===== config.mk =====
export PLATFORM = sky130hd
export DESIGN_NAME = cipher_rotor_substitution_top
export DESIGN_NICKNAME = d
export VERILOG_FILES = /design/src/crs_pkg.sv /design/src/cipher_rotor_substitution_top.sv /design/src/crs_wiring.sv /design/src/crs_ctrl.sv
export SDC_FILE = /design/constraint.sdc
export NUM_CORES = 1
export LEC_CHECK = 0
export BUFFER_PORTS_ARGS = -buffer_cell sky130_fd_sc_hd__buf_4
export CAP_MARGIN = 25
export CORE_MARGIN = 3
export CORE_UTILIZATION = 55
export DETAILED_ROUTE_END_ITERATION = 12
export GPL_TIMING_DRIVEN = 1
export PLACE_DENSITY = 0.71
export SYNTH_ARGS = -nofsm -noshare
export SYNTH_HDL_FRONTEND = slang
export SYNTH_SLANG_ARGS = --single-unit

===== constraint.sdc =====
create_clock -name i_clk -period 8.85 [get_ports i_clk]
set_input_delay 1.77 -clock i_clk [delete_from_list [all_inputs] [get_ports i_clk]]
set_output_delay 1.77 -clock i_clk [all_outputs]
set_load 0.03 [all_outputs]

===== src/crs_pkg.sv =====
// ----------------------------------------------------------------------------
// crs_pkg: shared types and constants of the rotor substitution block
// command codes, character constants and the wiring control bundle
// ----------------------------------------------------------------------------
`timescale 1ns / 1ps

package crs_pkg;

    localparam int CHAR_W = 8;
    localparam int IDX_W  = 5;

    localparam logic [CHAR_W-1:0] LETTER_A = 8'h61;

    typedef enum logic [1:0] {
        CMD_LOAD    = 2'd0,
        CMD_FORWARD = 2'd1,
        CMD_REVERSE = 2'd2,
        CMD_ROTATE  = 2'd3
    } t_cmd;

    // control from the sequencer to the wiring column
    typedef struct packed {
        logic              we;
        logic [IDX_W-1:0]  waddr;
        logic [CHAR_W-1:0] wdata;
        logic              rot;
        logic [IDX_W-1:0]  raddr;
    } t_wire_ctl;

endpackage


===== src/cipher_rotor_substitution_top.sv =====
// ----------------------------------------------------------------------------
// cipher_rotor_substitution_top: rotor substitution block
// wiring column plus a command sequencer with a shared byte compare
// ----------------------------------------------------------------------------
// usage
//   command channel: drive i_command, i_entry_index and i_letter_in with
//   start high; the beat is taken at a clock edge where busy is low
//   commands: load writes one wiring entry, forward maps a letter through
//   the wiring, reverse searches the wiring, rotate shifts the column
//   result channel: o_valid is high for exactly one cycle with o_letter_out
//   and o_notch; the receiver cannot stall, so every result is final
//   sequence: load, forward and rotate go from accept through the execute
//   state back to idle; reverse then walks the column one entry per cycle
//   through the single compare from entry 0, stopping at the first hit or
//   after the last entry on a miss
//   busy is high from the cycle after accept until the result strobe,
//   so the next beat can be taken in the cycle the strobe shows
//   reset: synchronous, active low; wiring returns to identity (entry i
//   holds 'a'+i), the sequencer idles, and no strobe is pending
// ----------------------------------------------------------------------------
`timescale 1ns / 1ps

module cipher_rotor_substitution_top #(
    parameter int ENTRIES = 26
) (
    input  logic                       i_clk,
    input  logic                       i_rst_n,
    // command beat
    input  logic                       start,
    output logic                       busy,
    input  logic [1:0]                 i_command,
    input  logic [crs_pkg::IDX_W-1:0]  i_entry_index,
    input  logic [crs_pkg::CHAR_W-1:0] i_letter_in,
    // result beat
    output logic                       o_valid,
    output logic [crs_pkg::CHAR_W-1:0] o_letter_out,
    output logic                       o_notch
);

    // control bundle from sequencer to column
    crs_pkg::t_wire_ctl         wire_ctl;
    // combinational read of the selected entry
    logic [crs_pkg::CHAR_W-1:0] rdata;
    // fixed tap on the last entry, used for the rotate notch
    logic [crs_pkg::CHAR_W-1:0] last;

    // sequencer: decodes the beat and scans for reverse lookups
    crs_ctrl #(
        .ENTRIES (ENTRIES)
    ) u_ctrl (
        .i_clk         (i_clk),
        .i_rst_n       (i_rst_n),
        .i_start       (start),
        .i_command     (i_command),
        .i_entry_index (i_entry_index),
        .i_letter_in   (i_letter_in),
        .i_rdata       (rdata),
        .i_last        (last),
        .o_ctl         (wire_ctl),
        .o_busy        (busy),
        .o_valid       (o_valid),
        .o_letter_out  (o_letter_out),
        .o_notch       (o_notch)
    );

    // wiring column: write, read and cyclic shift
    crs_wiring #(
        .ENTRIES (ENTRIES)
    ) u_wiring (
        .i_clk   (i_clk),
        .i_rst_n (i_rst_n),
        .i_ctl   (wire_ctl),
        .o_rdata (rdata),
        .o_last  (last)
    );

endmodule


===== src/crs_wiring.sv =====
// ----------------------------------------------------------------------------
// crs_wiring: rotor wiring column
// register column with one write port, one read port, a last-entry tap and a cyclic shift
// ----------------------------------------------------------------------------
`timescale 1ns / 1ps

module crs_wiring #(
    parameter int ENTRIES = 26
) (
    input  logic                      i_clk,
    input  logic                      i_rst_n,
    input  crs_pkg::t_wire_ctl        i_ctl,
    output logic [crs_pkg::CHAR_W-1:0] o_rdata,
    output logic [crs_pkg::CHAR_W-1:0] o_last
);

    localparam int AW = (ENTRIES > 1) ? $clog2(ENTRIES) : 1;

    logic [crs_pkg::CHAR_W-1:0] r_wiring [ENTRIES];

    always_ff @(posedge i_clk) begin
        if (!i_rst_n) begin
            // identity wiring
            for (int i = 0; i < ENTRIES; i++) begin
                r_wiring[i] <= crs_pkg::CHAR_W'(crs_pkg::LETTER_A + i);
            end
        end else if (i_ctl.rot) begin
            r_wiring[0] <= r_wiring[ENTRIES-1];
            for (int i = 1; i < ENTRIES; i++) begin
                r_wiring[i] <= r_wiring[i-1];
            end
        end else if (i_ctl.we) begin
            r_wiring[i_ctl.waddr[AW-1:0]] <= i_ctl.wdata;
        end
    end

    // out-of-range read address gives zero
    assign o_rdata = (i_ctl.raddr < crs_pkg::IDX_W'(ENTRIES))
                   ? r_wiring[i_ctl.raddr[AW-1:0]] : '0;
    assign o_last  = r_wiring[ENTRIES-1];

endmodule


===== src/crs_ctrl.sv =====
// ----------------------------------------------------------------------------
// crs_ctrl: command sequencer with shared byte compare
// decodes one command beat and walks the wiring column for reverse lookups
// ----------------------------------------------------------------------------
`timescale 1ns / 1ps

module crs_ctrl #(
    parameter int ENTRIES = 26
) (
    input  logic                       i_clk,
    input  logic                       i_rst_n,
    input  logic                       i_start,
    input  logic [1:0]                 i_command,
    input  logic [crs_pkg::IDX_W-1:0]  i_entry_index,
    input  logic [crs_pkg::CHAR_W-1:0] i_letter_in,
    input  logic [crs_pkg::CHAR_W-1:0] i_rdata,
    input  logic [crs_pkg::CHAR_W-1:0] i_last,
    output crs_pkg::t_wire_ctl         o_ctl,
    output logic                       o_busy,
    output logic                       o_valid,
    output logic [crs_pkg::CHAR_W-1:0] o_letter_out,
    output logic                       o_notch
);

    localparam int AW = (ENTRIES > 1) ? $clog2(ENTRIES) : 1;

    typedef enum logic [1:0] {
        S_IDLE,
        S_EXEC,
        S_SCAN
    } t_state;

    t_state                     r_state, n_state;
    crs_pkg::t_cmd              r_cmd, n_cmd;
    logic [crs_pkg::IDX_W-1:0]  r_idx, n_idx;
    logic [crs_pkg::CHAR_W-1:0] r_letter_in, n_letter_in;
    logic [AW-1:0]              r_ptr, n_ptr;
    logic                       r_valid, n_valid;
    logic [crs_pkg::CHAR_W-1:0] r_letter_out, n_letter_out;
    logic                       r_notch, n_notch;

    logic [crs_pkg::CHAR_W-1:0] fwd_diff;
    logic                       fwd_hit;
    logic                       hit;

    assign fwd_diff = r_letter_in - crs_pkg::LETTER_A;
    assign fwd_hit  = (r_letter_in >= crs_pkg::LETTER_A)
                   && (fwd_diff < crs_pkg::CHAR_W'(ENTRIES));
    // shared compare unit
    assign hit      = (i_rdata == r_letter_in);

    always_comb begin
        n_state      = r_state;
        n_cmd        = r_cmd;
        n_idx        = r_idx;
        n_letter_in  = r_letter_in;
        n_ptr        = r_ptr;
        n_valid      = 1'b0;
        n_letter_out = r_letter_out;
        n_notch      = r_notch;
        o_ctl        = '0;
        unique case (r_state)
            S_IDLE: begin
                if (i_start) begin
                    n_cmd       = crs_pkg::t_cmd'(i_command);
                    n_idx       = i_entry_index;
                    n_letter_in = i_letter_in;
                    n_state     = S_EXEC;
                end
            end
            S_EXEC: begin
                unique case (r_cmd)
                    crs_pkg::CMD_LOAD: begin
                        o_ctl.we     = (r_idx < crs_pkg::IDX_W'(ENTRIES));
                        o_ctl.waddr  = r_idx;
                        o_ctl.wdata  = r_letter_in;
                        n_letter_out = r_letter_in;
                        n_notch      = 1'b0;
                        n_valid      = 1'b1;
                        n_state      = S_IDLE;
                    end
                    crs_pkg::CMD_FORWARD: begin
                        o_ctl.raddr  = fwd_diff[crs_pkg::IDX_W-1:0];
                        n_letter_out = fwd_hit ? i_rdata : r_letter_in;
                        n_notch      = 1'b0;
                        n_valid      = 1'b1;
                        n_state      = S_IDLE;
                    end
                    crs_pkg::CMD_REVERSE: begin
                        n_ptr   = '0;
                        n_state = S_SCAN;
                    end
                    crs_pkg::CMD_ROTATE: begin
                        // last entry becomes entry 0
                        o_ctl.rot    = 1'b1;
                        n_notch      = (i_last == crs_pkg::LETTER_A);
                        n_letter_out = '0;
                        n_valid      = 1'b1;
                        n_state      = S_IDLE;
                    end
                    default: n_state = S_IDLE;
                endcase
            end
            S_SCAN: begin
                o_ctl.raddr = crs_pkg::IDX_W'(r_ptr);
                n_notch     = 1'b0;
                if (hit) begin
                    n_letter_out = crs_pkg::LETTER_A + crs_pkg::CHAR_W'(r_ptr);
                    n_valid      = 1'b1;
                    n_state      = S_IDLE;
                end else if (r_ptr == AW'(ENTRIES - 1)) begin
                    n_letter_out = r_letter_in;
                    n_valid      = 1'b1;
                    n_state      = S_IDLE;
                end else begin
                    n_ptr = r_ptr + 1'b1;
                end
            end
            default: n_state = S_IDLE;
        endcase
    end

    always_ff @(posedge i_clk) begin
        if (!i_rst_n) begin
            r_state <= S_IDLE;
            r_valid <= 1'b0;
        end else begin
            r_state <= n_state;
            r_valid <= n_valid;
        end
        r_cmd        <= n_cmd;
        r_idx        <= n_idx;
        r_letter_in  <= n_letter_in;
        r_ptr        <= n_ptr;
        r_letter_out <= n_letter_out;
        r_notch      <= n_notch;
    end

    assign o_busy       = (r_state != S_IDLE);
    assign o_valid      = r_valid;
    assign o_letter_out = r_letter_out;
    assign o_notch      = r_notch;

    // accepted beat makes the block busy
    a_start_busy: assert property (@(posedge i_clk) disable iff (!i_rst_n)
        (i_start && !o_busy) |=> o_busy)
        else $error("accepted beat did not start the sequencer");

    // result strobe only when back to idle, and for one cycle
    a_valid_idle: assert property (@(posedge i_clk) disable iff (!i_rst_n)
        o_valid |-> (!o_busy && !$past(o_valid)))
        else $error("result strobe outside idle or repeated");

    // notch only reported for rotate
    a_notch_rot: assert property (@(posedge i_clk) disable iff (!i_rst_n)
        (o_valid && r_cmd != crs_pkg::CMD_ROTATE) |-> !o_notch)
        else $error("notch set on a non-rotate command");

    // scan pointer stays inside the column
    a_ptr_range: assert property (@(posedge i_clk) disable iff (!i_rst_n)
        (r_state == S_SCAN) |-> (r_ptr <= AW'(ENTRIES - 1)))
        else $error("scan pointer beyond last entry");

    // scan is entered only for reverse commands
    a_scan_rev: assert property (@(posedge i_clk) disable iff (!i_rst_n)
        (r_state == S_SCAN) |-> (r_cmd == crs_pkg::CMD_REVERSE))
        else $error("scan running for a non-reverse command");

endmodule

==> Implementation_results.wiki <==
{| class="wikitable"
! Metric !! Value
|-
| Basic-gate share of the synthesized area counting and, or, nand and nor cells || 15.0%
|-
| Hold path depth || 2
|-
| Launching instance or port of the critical path || u_ctrl.r_state[0]
|-
| EDFF count, synth || 237
|-
| Final Max Tran Viols || 0
|-
| Die Y-Extent || 162 um
|-
| Worst-path clk slew || 60 ps
|-
| Number of endpoints with negative hold slack in the final report || 0
|-
| Fillcell total || 2018
|-
| Most frequently used cell type in the post-synthesis netlist || edfxtp_1
|-
| Status || completed
|-
| Via-to-Cell Ratio || 7.04
|-
| Share of layout cells above drive strength 1 || 11.6%
|-
| Buffer depth of the longest clock path || 3
|-
| Worst Min Path Start || u_ctrl.r_state[1]
|-
| Power density over cell area || 178 nW/um^2
|-
| Top_reg_cell synth || edfxtp_1
|-
| RePlAce Congestion || 1.00
|-
| Root Driver || clkbuf_16
|-
| Required @ worst endpoint || 9010 ps
|-
| Width of the chip || 162 um
|-
| Data arrival time of the critical path || 6020 ps
|-
| Worst-Skew Late Latency || 540 ps
|-
| Floorplan Core Area || 23700 sq um
|-
| Worst hold path class || register to register
|-
| Part of the Yosys area used for sequential elements || 53.5%
|-
| Asr flop ratio synth || 0%
|-
| Share of cell area taken by muxes after synthesis || 3.67%
|-
| Post-Syn Nets || 1301
|-
| Crit Path Category || register to register
|-
| Cell leakage power || 4.80 nW
|-
| Crit. End Element || register
|-
| Initial Utilization || 56.6%
|-
| Worst max-slew margin expressed relative to the limit || 37.4%
|-
| Number of post-CTS setup repair buffers || 0
|-
| Number of port buffers || 28
|-
| CTS tree || yes
|-
| Top cells by instance count after synthesis || edfxtp_1, nand2_1, a21oi_1
|-
| Pre-Repair DR Iteration Count || 8
|-
| Antenna Cells || 0
|-
| Total via count in the routed design || 11232
|-
| Count of cell types in the netlist || 100
|-
| Setup tns final || 0 ps
|-
| Vias in the first global route || 10444
|-
| Number of core rows || 56
|-
| Number of sinks on the clock net || 240
|-
| Setup repair after global routing missed its margin || false
|-
| Mean routed wirelength per cell || 29.2 um
|-
| Num ports || 29
|-
| First-pass GRT wire length || 69.1 mm
|-
| Dominant combinational cell family by area after synthesis || compound AO/OA/AOI/OAI gates
|-
| Remaining Overflow, GRT || 0
|-
| Detailed Route Iter0 Violations || 1714
|-
| Post-CTS Hold Buffers || 0
|-
| Synthesized area per cell || 10.5 sq um
|-
| Slew at the pin closest to its max-slew limit || 939 ps
|-
| Total wirelength of the detailed-routed design || 46.6 mm
|-
| Adder-Cell Fraction of Synth Area || 0.560%
|-
| Fraction of synthesized cell area in xor and xnor cells || 0.840%
|-
| Post-DP HPWL || 32.8 mm
|-
| Total number of yosys warnings || 0
|-
| Depth of the CTS H-tree || 1
|-
| Dominant cell type by area after synthesis || edfxtp_1
|-
| Die area || 26300 sq um
|-
| Setup-violating endpoint count in the final report || 0
|-
| Mapped Cells || 1277
|-
| Number of antenna violations at the first check in global routing || 0
|-
| Number of register bits inferred by synthesis || 240
|-
| Worst clock skew || 16.7 ps
|-
| Sequential Area || 7180 sq um
|-
| Final worst path period share || 66.2%
|-
| Max Clock Freq || 171 MHz
|-
| Area of the multi-input gates || 5570 sq um
|-
| Mapped Area || 13400 sq um
|-
| Cells on worst reg2reg path || 15
|-
| Number of nets in the finished design || 1281
|-
| Overall Power || 2.59 mW
|-
| Inserted Clock Buffers || 25
|-
| DRT antenna net count || 0
|-
| Minimum clock period || 5860 ps
|-
| Worst IR drop on VDD || 0.154 mV
|-
| GR Util All Layers || 35.1%
|-
| Resize count post-CTS || 0
|-
| Reg-to-reg startpoint || u_ctrl.r_state[0]
|-
| DRC violation count after routing || 0
|-
| Number of max-cap violations || 0
|-
| Largest net degree at the start of global routing || 76
|-
| Largest cells by area after synthesis || edfxtp_1, nand2_1, a21oi_1
|-
| Worst-path fanout max || 32
|-
| Kind of start point of the critical path || register
|-
| Top cell type's share of synthesized area || 53.1%
|-
| Compound-cell area share of the yosys netlist || 21.4%
|-
| Area growth from synthesis to final layout || 8.40%
|}
-- metrics by stage --
stage	instance area [sq um]	std cells	setup slack [ps]	hold WS, ps	util [%]
floorplan	13400	1277	4690	494	-
global placement	13700	1541	3130	523	57.8
detailed placement	13800	1548	3210	534	58.1
CTS	14500	1594	3160	545	61.4
global route	14500	1595	2660	593	61.4
finish	14500	1595	2990	545	61.4
-- area by class of cell --
class | count | area share [%]
Inverter | 45 | 1.16
Timing Repair Buffer | 58 | 3.06
Clock buffer | 32 | 4.76
Multi-Input combinational cell | 887 | 38.3
Tap cell | 319 | 2.75
Sequential cell | 240 | 49.4
Clock inverter | 14 | 0.585
-- sequential cells by signal, indices dropped and copies added, names as in the netlist --
register and flops:
u_wiring.r_wiring 208, u_ctrl.o_letter_out 8, u_ctrl.r_letter_in 8, u_ctrl.r_idx 5
u_ctrl.r_ptr 5, u_ctrl.r_cmd 2, u_ctrl.r_state 2, u_ctrl.o_notch 1
u_ctrl.o_valid 1
-- report_power, final --
part	internal [mW]	total [mW]	switching (mW)
sequential	1.30	1.35	0.0475
combinational	0.0761	0.241	0.165
clock	0.555	1.00	0.449
total	1.93	2.59	0.662
-- metal layers --
layer	global-route usage [%]	vias up	wire length, um
met3	5.92	124	5140
met5	0	-	0
met4	12.2	0	1770
met1	49.8	5462	18300
li1	-	4831	-
met2	55.3	815	21300
-- cells in the final DEF (no fill, tap or decap), types with 17 or more instances in the layout --
| cell | instances |
|---|---|
| edfxtp_1 | 237 |
| and3_1 | 23 |
| a31oi_1 | 25 |
| a21oi_1 | 101 |
| a22o_1 | 38 |
| and2_1 | 17 |
| nand3_1 | 68 |
| o22a_1 | 36 |
| a211oi_1 | 19 |
| clkbuf_16 | 25 |
| inv_1 | 41 |
| nor3_1 | 40 |
| o21ai_0 | 83 |
| mux2i_1 | 21 |
| nand2_1 | 135 |
| buf_4 | 52 |
| nor2_1 | 94 |
-- kinds of logic after synthesis --
logic type,count (synthesis)
multiplexers,39
adder cells (fa/ha/maj),6
AND/OR/NAND/NOR,419
XOR/XNOR,12
AO/OA/AOI/OAI,411
buffers and inverters,150
flip-flops,240
-- critical path, stage by stage, from the launching register on --
cell and delay (ps):
dfxtp_1 340, inv_1 90, ha_1 780, nand2_1 160, buf_4 280, nand2_1 430, buf_4 480, a211oi_1 150
a31o_1 240, a211oi_1 470, o22ai_1 180, o2bb2ai_2 170, a2111oi_4 500, nand3_2 370, nor2b_1 270, nor2b_1 530
-- final timing paths --
| check | to | slack, ps |
|---|---|---|
| max | u_ctrl.o_letter_out[6] | 2990 |
| min | u_ctrl.r_state[1] | 540 |
| max reg2reg | u_ctrl.o_letter_out[6] | 2990 |
| min reg2reg | u_ctrl.r_state[1] | 540 |
No activity file was read; power rests on OpenSTA's default activity.
